### src/rtl/irt_pkg.sv
`default_nettype none

package irt_pkg;

  localparam int MAX_DIGITS = 32;
  localparam int VALUE_W    = 32;
  localparam int RADIX_W    = 6;
  localparam int CHAR_W     = 8;
  localparam int IDX_W      = $clog2(MAX_DIGITS);
  localparam int CNT_W      = $clog2(MAX_DIGITS + 1);
  localparam int BIT_CNT_W  = $clog2(VALUE_W);
  localparam int ADDR_W     = 3;
  localparam int DATA_W     = 32;

  localparam logic [RADIX_W-1:0] RADIX_RESET = RADIX_W'(10);
  localparam logic [RADIX_W-1:0] RADIX_MIN   = RADIX_W'(2);
  localparam logic [RADIX_W-1:0] RADIX_MAX   = RADIX_W'(36);
  localparam logic [RADIX_W-1:0] RADIX_DEC   = RADIX_W'(10);

  localparam logic [CHAR_W-1:0] CHAR_MINUS  = 8'h2D;
  localparam logic [CHAR_W-1:0] CHAR_ZERO   = 8'h30;
  localparam logic [CHAR_W-1:0] CHAR_LOWER_A = 8'h61;

  // register index, taken from the word address
  localparam logic REG_RADIX = 1'b0;

  typedef enum logic [2:0] {
    S_IDLE,
    S_DIV,
    S_STORE,
    S_SIGN,
    S_READ,
    S_SHOW
  } state_t;

  function automatic logic [RADIX_W-1:0] eff_base(input logic [RADIX_W-1:0] r);
    logic [RADIX_W-1:0] b;
    if (r < RADIX_MIN) begin
      b = RADIX_MIN;
    end else if (r > RADIX_MAX) begin
      b = RADIX_MAX;
    end else begin
      b = r;
    end
    return b;
  endfunction

  function automatic logic [CHAR_W-1:0] digit_char(input logic [RADIX_W-1:0] d);
    logic [CHAR_W-1:0] c;
    if (d > RADIX_W'(9)) begin
      c = CHAR_LOWER_A + CHAR_W'(d) - CHAR_W'(10);
    end else begin
      c = CHAR_ZERO + CHAR_W'(d);
    end
    return c;
  endfunction

endpackage

`default_nettype wire

### src/rtl/integer_to_radix_text_core.sv
`default_nettype none

// Channel   Direction  Ports                                   Moves
// in_       input      in_valid, in_stall, in_value            one integer per request
// out_      output     out_valid, out_stall, out_character,    one character per request
//                      out_last
// config    APB slave  psel, penable, pwrite, paddr, pwdata,   radix register at byte 0
//                      prdata, pready
//
// Each integer is accepted, then every digit takes 32 shift-subtract steps on the shared restoring divider
// plus a store step; then a minus sign is sent if needed, and each digit is read from the digit store
// read port and sent.
// in_stall is high from acceptance until the last character is loaded into the output register;
// the last character may still wait there while the next integer is taken.
// Reset is synchronous; the digit store is not cleared.

module integer_to_radix_text_core (
  input  wire logic                         clk,
  input  wire logic                         rst_n,
  input  wire logic                         in_valid,
  output logic                              in_stall,
  input  wire logic signed [irt_pkg::VALUE_W-1:0] in_value,
  output logic                              out_valid,
  input  wire logic                         out_stall,
  output logic [irt_pkg::CHAR_W-1:0]        out_character,
  output logic                              out_last,
  input  wire logic                         psel,
  input  wire logic                         penable,
  input  wire logic                         pwrite,
  input  wire logic [irt_pkg::ADDR_W-1:0]   paddr,
  input  wire logic [irt_pkg::DATA_W-1:0]   pwdata,
  output logic [irt_pkg::DATA_W-1:0]        prdata,
  output logic                              pready
);

  irt_pkg::state_t state_r, state_nxt;

  logic [irt_pkg::RADIX_W-1:0]   radix_r;
  logic [irt_pkg::RADIX_W-1:0]   base_r, base_nxt;
  logic                          neg_r, neg_nxt;
  logic [irt_pkg::VALUE_W-1:0]   quo_r, quo_nxt;
  logic [irt_pkg::RADIX_W-1:0]   rem_r, rem_nxt;
  logic [irt_pkg::BIT_CNT_W-1:0] bit_cnt_r, bit_cnt_nxt;
  logic [irt_pkg::CNT_W-1:0]     n_r, n_nxt;
  logic [irt_pkg::CNT_W-1:0]     k_r, k_nxt;
  logic [irt_pkg::RADIX_W-1:0]   rd_data_r;
  logic                          out_valid_r, out_valid_nxt;
  logic [irt_pkg::CHAR_W-1:0]    out_char_r, out_char_nxt;
  logic                          out_last_r, out_last_nxt;

  logic [irt_pkg::RADIX_W-1:0]   digit_store [irt_pkg::MAX_DIGITS];

  logic                          in_acc;
  logic                          out_free;
  logic                          cfg_wr;
  logic [irt_pkg::RADIX_W-1:0]   acc_base;
  logic                          acc_neg;
  logic [irt_pkg::RADIX_W:0]     rem_sh;
  logic                          ge;
  logic [irt_pkg::CNT_W-1:0]     cap;
  logic                          store_en;
  logic [irt_pkg::IDX_W-1:0]     rd_idx;

  assign in_acc   = in_valid && !in_stall;
  assign out_free = !out_valid_r || !out_stall;
  assign cfg_wr   = psel && penable && pwrite && pready;
  assign pready   = 1'b1;
  assign prdata   = (paddr[2] == irt_pkg::REG_RADIX) ?
                    irt_pkg::DATA_W'(radix_r) : '0;

  assign acc_base = irt_pkg::eff_base(radix_r);
  assign acc_neg  = (acc_base == irt_pkg::RADIX_DEC) && in_value[irt_pkg::VALUE_W-1];

  // one restoring divide step: shift in the next dividend bit, subtract if it fits
  assign rem_sh = {rem_r, quo_r[irt_pkg::VALUE_W-1]};
  assign ge     = rem_sh >= {1'b0, base_r};

  assign cap      = irt_pkg::CNT_W'(irt_pkg::MAX_DIGITS) - irt_pkg::CNT_W'(neg_r);
  assign store_en = (state_r == irt_pkg::S_STORE) && (n_r < cap);
  assign rd_idx   = irt_pkg::IDX_W'(k_r - irt_pkg::CNT_W'(1));

  // next state
  always_comb begin
    state_nxt = state_r;
    case (state_r)
      irt_pkg::S_IDLE: begin
        if (in_valid) state_nxt = irt_pkg::S_DIV;
      end
      irt_pkg::S_DIV: begin
        if (bit_cnt_r == irt_pkg::BIT_CNT_W'(irt_pkg::VALUE_W - 1))
          state_nxt = irt_pkg::S_STORE;
      end
      irt_pkg::S_STORE: begin
        if (quo_r != '0) begin
          state_nxt = irt_pkg::S_DIV;
        end else if (neg_r) begin
          state_nxt = irt_pkg::S_SIGN;
        end else begin
          state_nxt = irt_pkg::S_READ;
        end
      end
      irt_pkg::S_SIGN: begin
        if (out_free) state_nxt = irt_pkg::S_READ;
      end
      irt_pkg::S_READ: begin
        state_nxt = irt_pkg::S_SHOW;
      end
      irt_pkg::S_SHOW: begin
        if (out_free) begin
          state_nxt = (k_r == irt_pkg::CNT_W'(1)) ? irt_pkg::S_IDLE : irt_pkg::S_READ;
        end
      end
      default: state_nxt = irt_pkg::S_IDLE;
    endcase
  end

  // datapath and outputs
  always_comb begin
    in_stall      = (state_r != irt_pkg::S_IDLE);
    base_nxt      = base_r;
    neg_nxt       = neg_r;
    quo_nxt       = quo_r;
    rem_nxt       = rem_r;
    bit_cnt_nxt   = bit_cnt_r;
    n_nxt         = n_r;
    k_nxt         = k_r;
    out_char_nxt  = out_char_r;
    out_last_nxt  = out_last_r;
    out_valid_nxt = out_valid_r && out_stall;
    case (state_r)
      irt_pkg::S_IDLE: begin
        if (in_acc) begin
          base_nxt    = acc_base;
          neg_nxt     = acc_neg;
          quo_nxt     = acc_neg ? (irt_pkg::VALUE_W'(0) - in_value) : in_value;
          rem_nxt     = '0;
          bit_cnt_nxt = '0;
          n_nxt       = '0;
        end
      end
      irt_pkg::S_DIV: begin
        quo_nxt     = {quo_r[irt_pkg::VALUE_W-2:0], ge};
        rem_nxt     = ge ? irt_pkg::RADIX_W'(rem_sh - {1'b0, base_r})
                         : irt_pkg::RADIX_W'(rem_sh);
        bit_cnt_nxt = bit_cnt_r + irt_pkg::BIT_CNT_W'(1);
      end
      irt_pkg::S_STORE: begin
        // drop the most significant digits once the store is full
        if (n_r < cap) n_nxt = n_r + irt_pkg::CNT_W'(1);
        k_nxt       = (n_r < cap) ? n_r + irt_pkg::CNT_W'(1) : n_r;
        rem_nxt     = '0;
        bit_cnt_nxt = '0;
      end
      irt_pkg::S_SIGN: begin
        if (out_free) begin
          out_valid_nxt = 1'b1;
          out_char_nxt  = irt_pkg::CHAR_MINUS;
          out_last_nxt  = 1'b0;
        end
      end
      irt_pkg::S_READ: begin
      end
      irt_pkg::S_SHOW: begin
        if (out_free) begin
          out_valid_nxt = 1'b1;
          out_char_nxt  = irt_pkg::digit_char(rd_data_r);
          out_last_nxt  = (k_r == irt_pkg::CNT_W'(1));
          k_nxt         = k_r - irt_pkg::CNT_W'(1);
        end
      end
      default: begin
      end
    endcase
  end

  always_ff @(posedge clk) begin
    if (!rst_n) begin
      state_r     <= irt_pkg::S_IDLE;
      radix_r     <= irt_pkg::RADIX_RESET;
      out_valid_r <= 1'b0;
      n_r         <= '0;
    end else begin
      state_r     <= state_nxt;
      out_valid_r <= out_valid_nxt;
      n_r         <= n_nxt;
      if (cfg_wr && (paddr[2] == irt_pkg::REG_RADIX))
        radix_r <= pwdata[irt_pkg::RADIX_W-1:0];
    end
  end

  always_ff @(posedge clk) begin
    base_r     <= base_nxt;
    neg_r      <= neg_nxt;
    quo_r      <= quo_nxt;
    rem_r      <= rem_nxt;
    bit_cnt_r  <= bit_cnt_nxt;
    k_r        <= k_nxt;
    out_char_r <= out_char_nxt;
    out_last_r <= out_last_nxt;
  end

  // digit store: one write port, one registered read port
  always_ff @(posedge clk) begin
    if (store_en) digit_store[n_r[irt_pkg::IDX_W-1:0]] <= rem_r;
    if (state_r == irt_pkg::S_READ) rd_data_r <= digit_store[rd_idx];
  end

  assign out_valid     = out_valid_r;
  assign out_character = out_char_r;
  assign out_last      = out_last_r;

  a_rem_below_base: assert property (@(posedge clk) disable iff (!rst_n)
    (state_r == irt_pkg::S_DIV || state_r == irt_pkg::S_STORE) |-> (rem_r < base_r))
    else $error("remainder reached the base");

  a_base_range: assert property (@(posedge clk) disable iff (!rst_n)
    (state_r != irt_pkg::S_IDLE) |->
      (base_r >= irt_pkg::RADIX_MIN && base_r <= irt_pkg::RADIX_MAX))
    else $error("working base out of range");

  a_digit_left: assert property (@(posedge clk) disable iff (!rst_n)
    (state_r == irt_pkg::S_READ || state_r == irt_pkg::S_SHOW) |->
      (k_r != '0 && k_r <= n_r))
    else $error("digit pointer outside stored digits");

  a_last_ends_item: assert property (@(posedge clk) disable iff (!rst_n)
    (state_r == irt_pkg::S_SHOW && out_free && k_r == irt_pkg::CNT_W'(1)) |=>
      (out_valid_r && out_last_r && state_r == irt_pkg::S_IDLE))
    else $error("final character not flagged");

endmodule

`default_nettype wire
### config.mk
export PLATFORM = sky130hd
export DESIGN_NAME = integer_to_radix_text_core
export DESIGN_NICKNAME = d
export VERILOG_FILES = /design/src/rtl/irt_pkg.sv /design/src/rtl/integer_to_radix_text_core.sv
export SDC_FILE = /design/constraint.sdc
export NUM_CORES = 1
export LEC_CHECK = 0
export BUFFER_PORTS_ARGS = -buffer_cell sky130_fd_sc_hd__buf_4
export CORE_MARGIN = 10
export CORE_UTILIZATION = 40
export CTS_CLUSTER_DIAMETER = 40
export CTS_CLUSTER_SIZE = 20
export DETAILED_ROUTE_END_ITERATION = 10
export GPL_TIMING_DRIVEN = 0
export PLACE_DENSITY = 0.61
export SYNTH_ARGS = -nofsm -noshare
export SYNTH_HDL_FRONTEND = slang
export SYNTH_SLANG_ARGS = --single-unit
### constraint.sdc
create_clock -name clk -period 3.49 [get_ports clk]
set_clock_uncertainty 0.1 [all_clocks]
set_input_delay 0.349 -clock clk [delete_from_list [all_inputs] [get_ports clk]]
set_output_delay 0.349 -clock clk [all_outputs]
set_load 0.02 [all_outputs]
# After elaboration in Yosys (flattened, before gate mapping)
# Memory sizes are Yosys's and may differ from the RTL's. A register that Yosys moved wholly into a read port is not among the register bits.
# Index checks and enable logic that the tools add are counted.
# totals
register_bits,81
ram_bits,192
inputBits,74
out_inout_bits,44
elab_cells,102
n_memories,1
# op_classes
n_addsub,9
n_lt_le_gt_ge,5
n_eq_ne,13
n_mux,34
bitwise_logic,1
n_reduce_logical,27
# memory_table
memory,words,word_bits,rd,rd_clocked_by_memory_dff,write_ports,line_no,rtl
digit_store,32,6,1,1,1,integer_to_radix_text_core.sv:51,logic [irt_pkg::RADIX_W-1:0] digit_store [irt_pkg::MAX_DIGITS];
# ops
cell,count
$mux 32,2
$pmux 32 s2,1
$mux 6,7
$reduce_bool 32->1,1
$sub 1x32->32 const A,1
$mux 8,3
$pmux 6 s2,2
$mux 3,7
$pmux 3 s6,1
$pmux 6 s3,1
$pmux 8 s2,1
$pmux 5 s3,1
$ne 2x2->1 const B,5
$reduce_and 2->1,5
$add 7x6->8 const A,1
$reduce_bool 2->1,4
$sub 8x4->8 const B,1
$add 6x6->7 const A,1
$ge 7x6->1,1
$logic_and 1x1->1,7
$add 6x1->6 const B,1
$eq 3x2->1 const B,2
$eq 3x3->1 const B,2
$eq 6x1->1 const B,1
22 further kinds,30

# Longest topological paths before layout
# Gate-level depths: netlist of the first run.
# logic_depth
depth_word,8
ltp_mapped,9
mapped_depth_nobuf,8

# Worst setup path before layout of the first run
# No wires, ideal clock.
# synth_timing
path_type,reg2reg
start,register k_r[0] in the netlist's numbering
end,"register rd_data_r[0] in the netlist's numbering, read port of digit_store (data pin)"
setup_ns,0.281
t_arrival_ns,2.307
t_required_ns,3.109
setup_slack_ns,0.802
path_stages_with_launch,10
path_buffers,4
synth_period_minus_slack_ns,2.688
cell_sequence,edfxtp_1 clkbuf_1 buf_2 inv_1 ha_1 buf_2 clkbuf_1 mux4_2 mux2i_1 o221ai_1
# synth_between
elab_chain_len,1
# synth_lines
item,line_no,rtl
start: declaration,integer_to_radix_text_core.sv:45,"logic [irt_pkg::CNT_W-1:0] k_r, k_nxt;"
start signal: assignment,integer_to_radix_text_core.sv:197,k_r <= k_nxt;
$sub 6x1->6,--,
end: declaration,integer_to_radix_text_core.sv:46,logic [irt_pkg::RADIX_W-1:0] rd_data_r;
# Every way passes these cells.
# A chain may end at the register's enable or synchronous reset.

# Worst setup path in the final report of the first run
# Same ends and word-level chain as after synthesis.

==> flow_summary.ini, run 1 <==
[clock_tree]
clockBufferDepth = 3
cts_max_level = 2
clock_tree.root_cell = clkbuf_16
cts_tree = done
numClockSinks = 279
clk_pin_slew_ps = 50
numCtsBuffers = 41
post_cts_buffers = 0
clk_latency_ps = 530

[worst_hold_path]
hp-class = in2reg

[logic_synthesis]
synth_cells = 929
synth_xor_area_share_pct = 2.932
syn-cell-area_um2 = 13100
synth_top_family_by_area = multiplexers
yosys.area_share.simple_pct = 8.806
synth_compound_area_share_pct = 8.166
yosys-top-cells-area = edfxtp_1 60%, mux4_2 8.3%, mux2i_1 2.5%
yosysWarnings = 0
synth_area_leader_cell = edfxtp_1
synthArstFlopShare_pct = 0
synth_edf_count = 263
synth_top_area_share_pct = 60.29
synth_mux_area_share_pct = 10.77
yosys_most_used_dff = edfxtp_1
yosysUniqueCellTypes = 69
syn_area_per_cell_um2 = 14.10
synth-adder-area-share_pct = 2.713
ys_seq_area_share_pct = 62.73
ys_seq_elements = 279

[power]
vdd_drop_max_mv = 0.3100
leakagePower_nw = 5.601
comb_power_share_pct = 5.5
powerDensity_nw_per_um2 = 534.5
p_int_w = 0.006399
clkPwrFrac_pct = 47.0
p_sw_w = 0.002008
p_seq_share_pct = 47.5
switching_share_pct = 23.89

[floorplanning]
rows = 66
io-pin-count = 118
die_y_um = 201.0
start_util_pct = 40.37
die_area_um2 = 40390
core_area_um2 = 32450
die_w_um = 201.0

[setup_path]
criticalPathCategory = reg2reg
crit_path_start_kind = flop
end_kind = flop
worstPathRequired_ps = 3560
slowest_stage = mux4_2
cp.arrival_ps = 3490
path_buf_inv = 4
path_delay_family = buffers and inverters
cpPeakStageDelay_ps = 400
cp_cell_sequence = clkbuf_1 -> buf_4 -> inv_1 -> ha_1 -> clkbuf_2 -> mux4_2 -> mux2i_1 -> o22a_1 -> o221ai_1
crit_fanout = 10

[drt]
drt-total-wl_um = 30500
drtIter0Drc = 534
vias = 8239
via_per_inst = 5.350
dr.pass1.iters = 5
drc = 0
route.antenna.remaining_nets = 0
routedWlPerCell_um = 19.80

[outcome]
outcome = complete, no violations

[global_route]
first_global_vias = 8362
grt_max_degree = 36
grt_usage_pct = 14.82
antenna_found_initial = 0
grt_pass1_wl_um = 48040
grt-ovfl-total = 0

[finish]
final_util_pct = 48.47
fin_area_um2 = 15730
fin_cells = 1540
final_nets = 1167
drive_gt1_share_pct = 23.68
diodes = 0
syn_to_final_growth_pct = 20.08

[timing]
finalSetupViolations = 0
rsz0062_at_grt = yes
finalCritPeriodShare_pct = 97.96
tightest_slew_ps = 1287
setup_tns_ps = 0
final-hold-violation-count = 0
relSlewSlack_pct = 14.21
setup_slack_ps = 71.29
min_period_ps = 3419
max_freq_mhz = 292.5
slew_violations = 0

[placed_design]
dpl.hpwl_um = 20710
dpl_cell_area_um2 = 14210
place_inst = 1458
place_ws_ps = -356.0
finalWeightedCongestion = 0.8124
io_buffers = 62

[flow_run]
maxCapViolations = 0
-- routing by layer --
metal	share of wire (%)	up-vias	track usage (%)	wire, µm
li1	-	3835	-	-
met1	42	4114	18.49	12830
met2	51	242	25.69	15420
met3	4.8	48	2.598	1466
met4	2.6	0	4.490	780
met5	0	-	0	0
-- power by group through the flow --
stage | sequential (W) | clock [W] | combinational (W)
final | 0.00399 | 0.00395 | 0.000463
after global routing | 0.00401 | 0.00418 | 0.000514
after CTS | 0.00400 | 0.00401 | 0.000460
after detailed placement | 0.00407 | 0 | 0.000452
after global placement | 0.00406 | 0 | 0.000446
after floorplan | 0.00399 | 0 | 0.000313
-- tightest hold or removal path, stage by stage --
cell     delay (ps)
buf_4            80
nand2_1          60
a21oi_1         110
-- per-stage QoR --
stage | power, W | hold WS [ps]
after floorplan | 0.004300 | 310.9
after global placement | 0.004504 | 418.0
after detailed placement | 0.004518 | 414.4
after CTS | 0.008471 | 8.292
after global routing | 0.008710 | 38.11
final | 0.008407 | 18.48
-- kinds of logic after synthesis --
| group | count (synthesis) |
|---|---|
| AOI/OAI and AO/OA | 164 |
| xor gates and xnor gates | 43 |
| adders and majority gates | 28 |
| buffers and inverters | 100 |
| DFF | 279 |
| muxes | 81 |
| other | 2 |
| and+or+nand+nor | 232 |
-- synthesized netlist by cell type, types with 10 or more instances --
master / number
a21oi_1: 33
a31oi_1: 21
buf_2: 13
buf_4: 27
clkbuf_1: 25
dfxtp_1: 16
edfxtp_1: 263
ha_1: 26
inv_1: 30
mux2i_1: 33
mux4_2: 48
nand2_1: 46
nand3_1: 14
nor2_1: 84
nor2b_1: 15
nor3_1: 13
nor4_1: 11
o21ai_0: 42
xnor2_1: 32
xor2_1: 10
-- path summary, 6_finish.rpt --
check / from / to / depth (start not counted) / slack, ps
worst max-delay path: k_r[0] / rd_data_r[0] / 9 / 70
worst max register to register: k_r[0] / rd_data_r[0] / 9 / 70
worst min register to register: out_valid / out_valid / 2 / 420
worst min-delay path: out_stall / out_valid / 3 / 20
-- state kept, by name, summed over array words and instances (netlist names) --
name / count
digit_store: 192
quo_r: 32
out_character: 8
base_r: 6
k_r: 6
n_r: 6
radix_r: 6
rd_data_r: 6
rem_r: 6
bit_cnt_r: 5
state_r: 3
neg_r: 1
out_last: 1
out_valid: 1
-- layout by cell type (no fill, tap or decap), drive strengths merged, types with 6 or more instances in the layout --
cell         count
nor2            84
or3              8
buf            105
inv             38
clkbuf          70
o22a             8
nor4            13
mux4            48
or4              7
xor2            11
a21oi           33
nor2b           15
o21ai           48
conb            27
ha              26
dlygate4sd3      7
mux2i           33
a31oi           21
o221ai           6
nor3            13
dfxtp           16
clkinv          17
edfxtp         263
nand2           46
xnor2           32
nand3           14
-- repair_timing --
action / 4_1_cts / 5_1_grt
endpoints found under the setup margin: 150 / 192
gates resized for setup: 6 / 30
hold buffers: 7 / 0
hold endpoints to repair: 8 / 0
-- area by class of cell --
class	count	area [µm²]
inverters	31	116.4
fillers	2825	16720
multi-input cells	575	4572
repair buffers	69	535.5
well taps	442	553.0
clock buffers	44	1037
plain buffers	69	395.4
clock inverters	31	302.8
flip-flops and latches	279	8218
No activity file was read; power rests on OpenSTA's default activity.
==> run 2, diff against run 1 <==
- CELL_PAD_IN_SITES_DETAIL_PLACEMENT: default -> 0
- CELL_PAD_IN_SITES_GLOBAL_PLACEMENT: default -> 1
- PLACE_DENSITY: 0.61 -> 0.71
==> run 2 against run 1 <==
Compared with the run above: die area stayed put; highest routed layer unchanged; sequential share of layout area down 0.51 points; cell area is 0.99% higher; via count shrank 2.6%; critical path type unchanged; non-clock buffer count unchanged; core utilization increased by 0.48 points.
==> flow_summary.ini, run 2 (synthesis gave the netlist of run 1 again) <==
[global_route]
first_global_vias = 8126
grt_max_degree = 36
grt_usage_pct = 14.80
grt-ovfl-total = 0
antenna_found_initial = 0
grt_pass1_wl_um = 47220

[placed_design]
dpl.hpwl_um = 21150
io_buffers = 62
finalWeightedCongestion = 0.8164

[clock_tree]
numClockSinks = 279
clock_tree.root_cell = clkbuf_16
clk_latency_ps = 530
cts_max_level = 2
cts_tree = done
clk_pin_slew_ps = 50
numCtsBuffers = 40
clockBufferDepth = 3

[flow_run]
maxCapViolations = 0

[finish]
final_util_pct = 48.95
syn_to_final_growth_pct = 21.27
fillers = 2838
seq_area_um2 = 8218
final_nets = 1166
largest_reg_flops = 192
layout_common_cells = 263 x edfxtp_1, 89 x buf_4, 59 x nor2_1
multiInputGateArea_um2 = 4574
layout_commonest_cell = edfxtp_1
drive_gt1_share_pct = 24.09

[power]
leakagePower_nw = 5.679
vdd_drop_max_mv = 0.3522
powerDensity_nw_per_um2 = 556.1

[setup_path]
crit_path_start_kind = flop
worst_r2r_path_depth = 7
worstPathRequired_ps = 3550
criticalPathCategory = reg2reg
crit_fanout = 7
cp.arrival_ps = 3450
end_kind = flop

[floorplanning]
die_area_um2 = 40390
rows = 66
io-pin-count = 118
start_util_pct = 40.37
die_w_um = 201.0
die_y_um = 201.0
core_area_um2 = 32450

[timing]
relSlewSlack_pct = 15.06
rsz0062_at_grt = yes
max_freq_mhz = 295.0
min_period_ps = 3390
tightest_slew_ps = 1274
finalSetupViolations = 0
slew_violations = 0
final-hold-violation-count = 0
finalCritPeriodShare_pct = 97.13
holdWs_ps = 30.92

[drt]
dr.pass1.iters = 4
route.antenna.remaining_nets = 0
drtIter0Drc = 423
routedWlPerCell_um = 19.81
drt-total-wl_um = 30490
drc = 0
vias = 8027
via_per_inst = 5.216

[worst_hold_path]
hp-class = in2reg
whs_path_depth = 3

[outcome]
outcome = complete, no violations
==> run 2: what timing repair did <==
action                                 in CTS  in global routing
buffers inserted                            0                  0
endpoints found under the hold margin       7                  0
resized for setup                          32                  5
pin swaps                                   0                  0
setup endpoints to repair                 150                191
hold buffers                                7                  0
==> run 2: critical path, stage by stage, from the launching register on <==
cell and delay, ps:
edfxtp_1 470, inv_1 150, ha_1 330, a211oi_1 280, o21ai_0 130, a21oi_1 500, nand2_1 470, nor2_1 600
==> run 2: final cells by class <==
type,instances,share of cell area [%]
flip-flops and latches,279,51.73
multi-input cells,575,28.79
clock buffers,44,6.663
well taps,442,3.481
repair buffers,69,3.371
clock inverters,29,2.709
plain buffers,69,2.505
inverters,31,0.7325
diodes,1,0.01575
==> run 2: path summary, 6_finish.rpt <==
check,slack [ps],startpoint,endpoint
max,100,neg_r,digit_store[27][0]
min reg2reg,430,out_valid,out_valid
max reg2reg,100,neg_r,digit_store[27][0]
min,30,out_stall,out_valid
==> run 2: routing by layer <==
layer | wire (µm) | global-route usage (%) | part of all wire, %
met1 | 13020 | 18.46 | 43
met2 | 15440 | 25.51 | 51
met4 | 891 | 5.545 | 2.9
met3 | 1142 | 2.178 | 3.7
met5 | 0 | 0 | 0
==> run 2: per-stage QoR <==
step                      setup slack (ps)  power [W]  setup TNS [ps]  instances  instance area (µm²)
after floorplan                      802.3   0.004300               0        954                13190
after global placement              -438.8   0.004506          -28490       1458                14210
after detailed placement            -427.1   0.004521          -23350       1458                14210
after CTS                           -83.60   0.008907          -979.1       1538                15860
after global routing                -105.5   0.009117           -2787       1538                15880
final                                100.0   0.008834               0       1539                15890
==> run 2: where the power goes <==
part | leakage [nW] | switching, W | internal (W)
logic | 2.39 | 0.000269 | 0.000196
registers | 2.58 | 0.000151 | 0.00384
clock network | 0.712 | 0.00159 | 0.00278
total | 5.68 | 0.00201 | 0.00682
==> run 3, diff against run 2 <==
- CORE_MARGIN: 10 -> default
- CTS_BUF_LIST: default -> sky130_fd_sc_hd__clkbuf_8
==> run 3 against run 2 <==
Compared with the run above: non-clock buffer count grew 1; register-to-register slack better by 90 ps; combinational power shrank 2%; maximum frequency rose by 2.8%; power is 17% lower; clock power decreased by 35%; die area down 17%; cell area fell by 3.9%; setup slack better by 92 ps; critical path depth did not move; via count fell by 1.9%; wire length down 5.5%; critical endpoint is now digit_store[14][2]; largest power group is now registers.
==> flow_summary.ini, run 3 (synthesis gave the netlist of run 1 again) <==
[clock_tree]
clockBufferDepth = 3
post_cts_buffers = 0
clock_tree.root_cell = clkbuf_8
clk_pin_slew_ps = 80
cts_tree = done
numCtsBuffers = 38
clk_latency_ps = 560
numClockSinks = 279
cts_max_level = 2

[power]
comb_power_share_pct = 6.3
switching_share_pct = 24.28
p_seq_share_pct = 54.6
vdd_drop_max_mv = 0.2695
leakagePower_nw = 5.425
power_w = 0.007297
p_sw_w = 0.001772
powerDensity_nw_per_um2 = 478.2
clkPwrFrac_pct = 39.1
p_int_w = 0.005525

[setup_path]
cp_cell_sequence = inv_1 -> ha_1 -> a211oi_1 -> nor2_1 -> a211oi_4 -> nand3_2 -> nor2_1
worstPathRequired_ps = 3560
crit_top_cell = nor2_1
worst_r2r_path_depth = 7
criticalPathCategory = reg2reg
path_buf_inv = 1
end_kind = flop
crit_path_start_kind = flop
slowest_stage = nor2_1
reg2reg_slack_ps = 190
cp.arrival_ps = 3370
crit_fanout = 8
timing.rr.start = neg_r
path_delay_family = simple AND/OR/NAND/NOR gates
cpPeakStageDelay_ps = 570
timing.rr.end = digit_store[14][2]

[drt]
route.antenna.remaining_nets = 0
drc = 0
vias = 7873
drtIter0Drc = 482
dr.pass1.iters = 5
drt-total-wl_um = 28810
routedWlPerCell_um = 18.86
via_per_inst = 5.152

[finish]
largest_reg_flops = 192
diodes = 0
fillers = 2869
drive_gt1_share_pct = 23.06
layout_common_cells = 263 x edfxtp_1, 90 x buf_4, 66 x nor2_1
final_nets = 1165
layout_commonest_cell = edfxtp_1
final_util_pct = 47.87
fin_cells = 1528
syn_to_final_growth_pct = 16.48

[global_route]
grt_max_degree = 36
grt_usage_pct = 17.56
antenna_found_initial = 0
grt_pass1_wl_um = 44760
first_global_vias = 7864
grt-ovfl-total = 0

[worst_hold_path]
hold_start = in_value[29]
min_to = quo_r[29]
hp-class = in2reg
whs_path_depth = 3

[placed_design]
dpl.hpwl_um = 20000
finalWeightedCongestion = 0.8359
io_buffers = 62
place_inst = 1451
place_ws_ps = -445.0

[timing]
tightest_slew_ps = 1332
finalCritPeriodShare_pct = 94.50
finalSetupViolations = 0
max_freq_mhz = 303.2
final-hold-violation-count = 0
min_period_ps = 3298
holdWs_ps = 99.25
slew_violations = 0
rsz0062_at_grt = no
setup_slack_ps = 191.9
relSlewSlack_pct = 11.21

[floorplanning]
start_util_pct = 41.09
rows = 65
core_area_um2 = 31880
io-pin-count = 118
die_y_um = 183.0
die_w_um = 183.0
die_area_um2 = 33480

[outcome]
outcome = complete, no violations

[flow_run]
maxCapViolations = 0
## run 3: changes by cell type in the layout (fill, tap and decap cells not counted), sizes merged
| cell | change |
|---|---|
| clkinv | -2 |
| inv | +6 |
| clkbuf | -6 |
| dlygate4sd3 | +2 |
| diode | -1 |
| clkinvlp | -1 |
| bufinv | -2 |
## run 3: worst register-to-register path, stage by stage, from the launching register on
cell      delay, ps
edfxtp_1        480
inv_1           200
ha_1            270
a211oi_1        280
nor2_1          140
a211oi_4        460
nand3_2         420
nor2_1          570
## run 3: cell type report
cell class              instances  area, µm²  share of cell area, %
plain buffers                  68      390.4                  2.558
inverters                      31      116.4                 0.7625
repair buffers                 71      555.5                  3.641
multi-input cells             575       4561                  29.89
flip-flops and latches        279       8218                  53.85
well taps                     435      544.3                  3.567
clock inverters                30      337.8                  2.214
clock buffers                  39      536.8                  3.518
## run 3: metrics by stage
step / TNS, ps / cell area (µm²)
2_1_floorplan: 0 / 13190
3_5_place_dp: -15030 / 14200
6_report: 0 / 15260
3_3_place_gp: -19090 / 14200
5_1_grt: 0 / 15260
4_1_cts: -11490 / 15220
## run 3: power groups by stage
stage	logic (W)	registers [W]	clock network, W
floorplan	0.000313	0.00399	0
global placement	0.000446	0.00406	0
detailed placement	0.000448	0.00407	0
CTS	0.000458	0.00399	0.00292
global route	0.000511	0.00401	0.00305
finish	0.000456	0.00399	0.00285
## run 3: layer usage
layer,vias to the layer above,GRT usage [%],wire [µm]
met4,0,4.900,529
met5,-,0,0
met2,196,30.04,14180
met1,3829,23.07,12660
met3,46,2.899,1444
li1,3802,-,-
## run 3: what timing repair did
item / 4_1_cts / 5_1_grt
gates resized for setup: 19 / 12
hold endpoints to repair: 10 / 0
hold buffers: 9 / 0
endpoints found under the setup margin: 146 / 191
pin swaps: 0 / 0
## run 3: worst max path at each step
| stage | startpoint | slack (ps) | depth (start not counted) | to |
|---|---|---|---|---|
| 6_report | neg_r | 190 | 7 | digit_store[14][2] |
| 3_3_place_gp | k_r[0] | -430 | 9 | rd_data_r[2] |
| 5_1_grt | neg_r | 20 | 7 | digit_store[14][2] |
| 2_1_floorplan | k_r[0] | 800 | 9 | rd_data_r[0] |
| 3_5_place_dp | k_r[0] | -450 | 9 | rd_data_r[2] |
| 4_1_cts | neg_r | -180 | 7 | digit_store[14][2] |
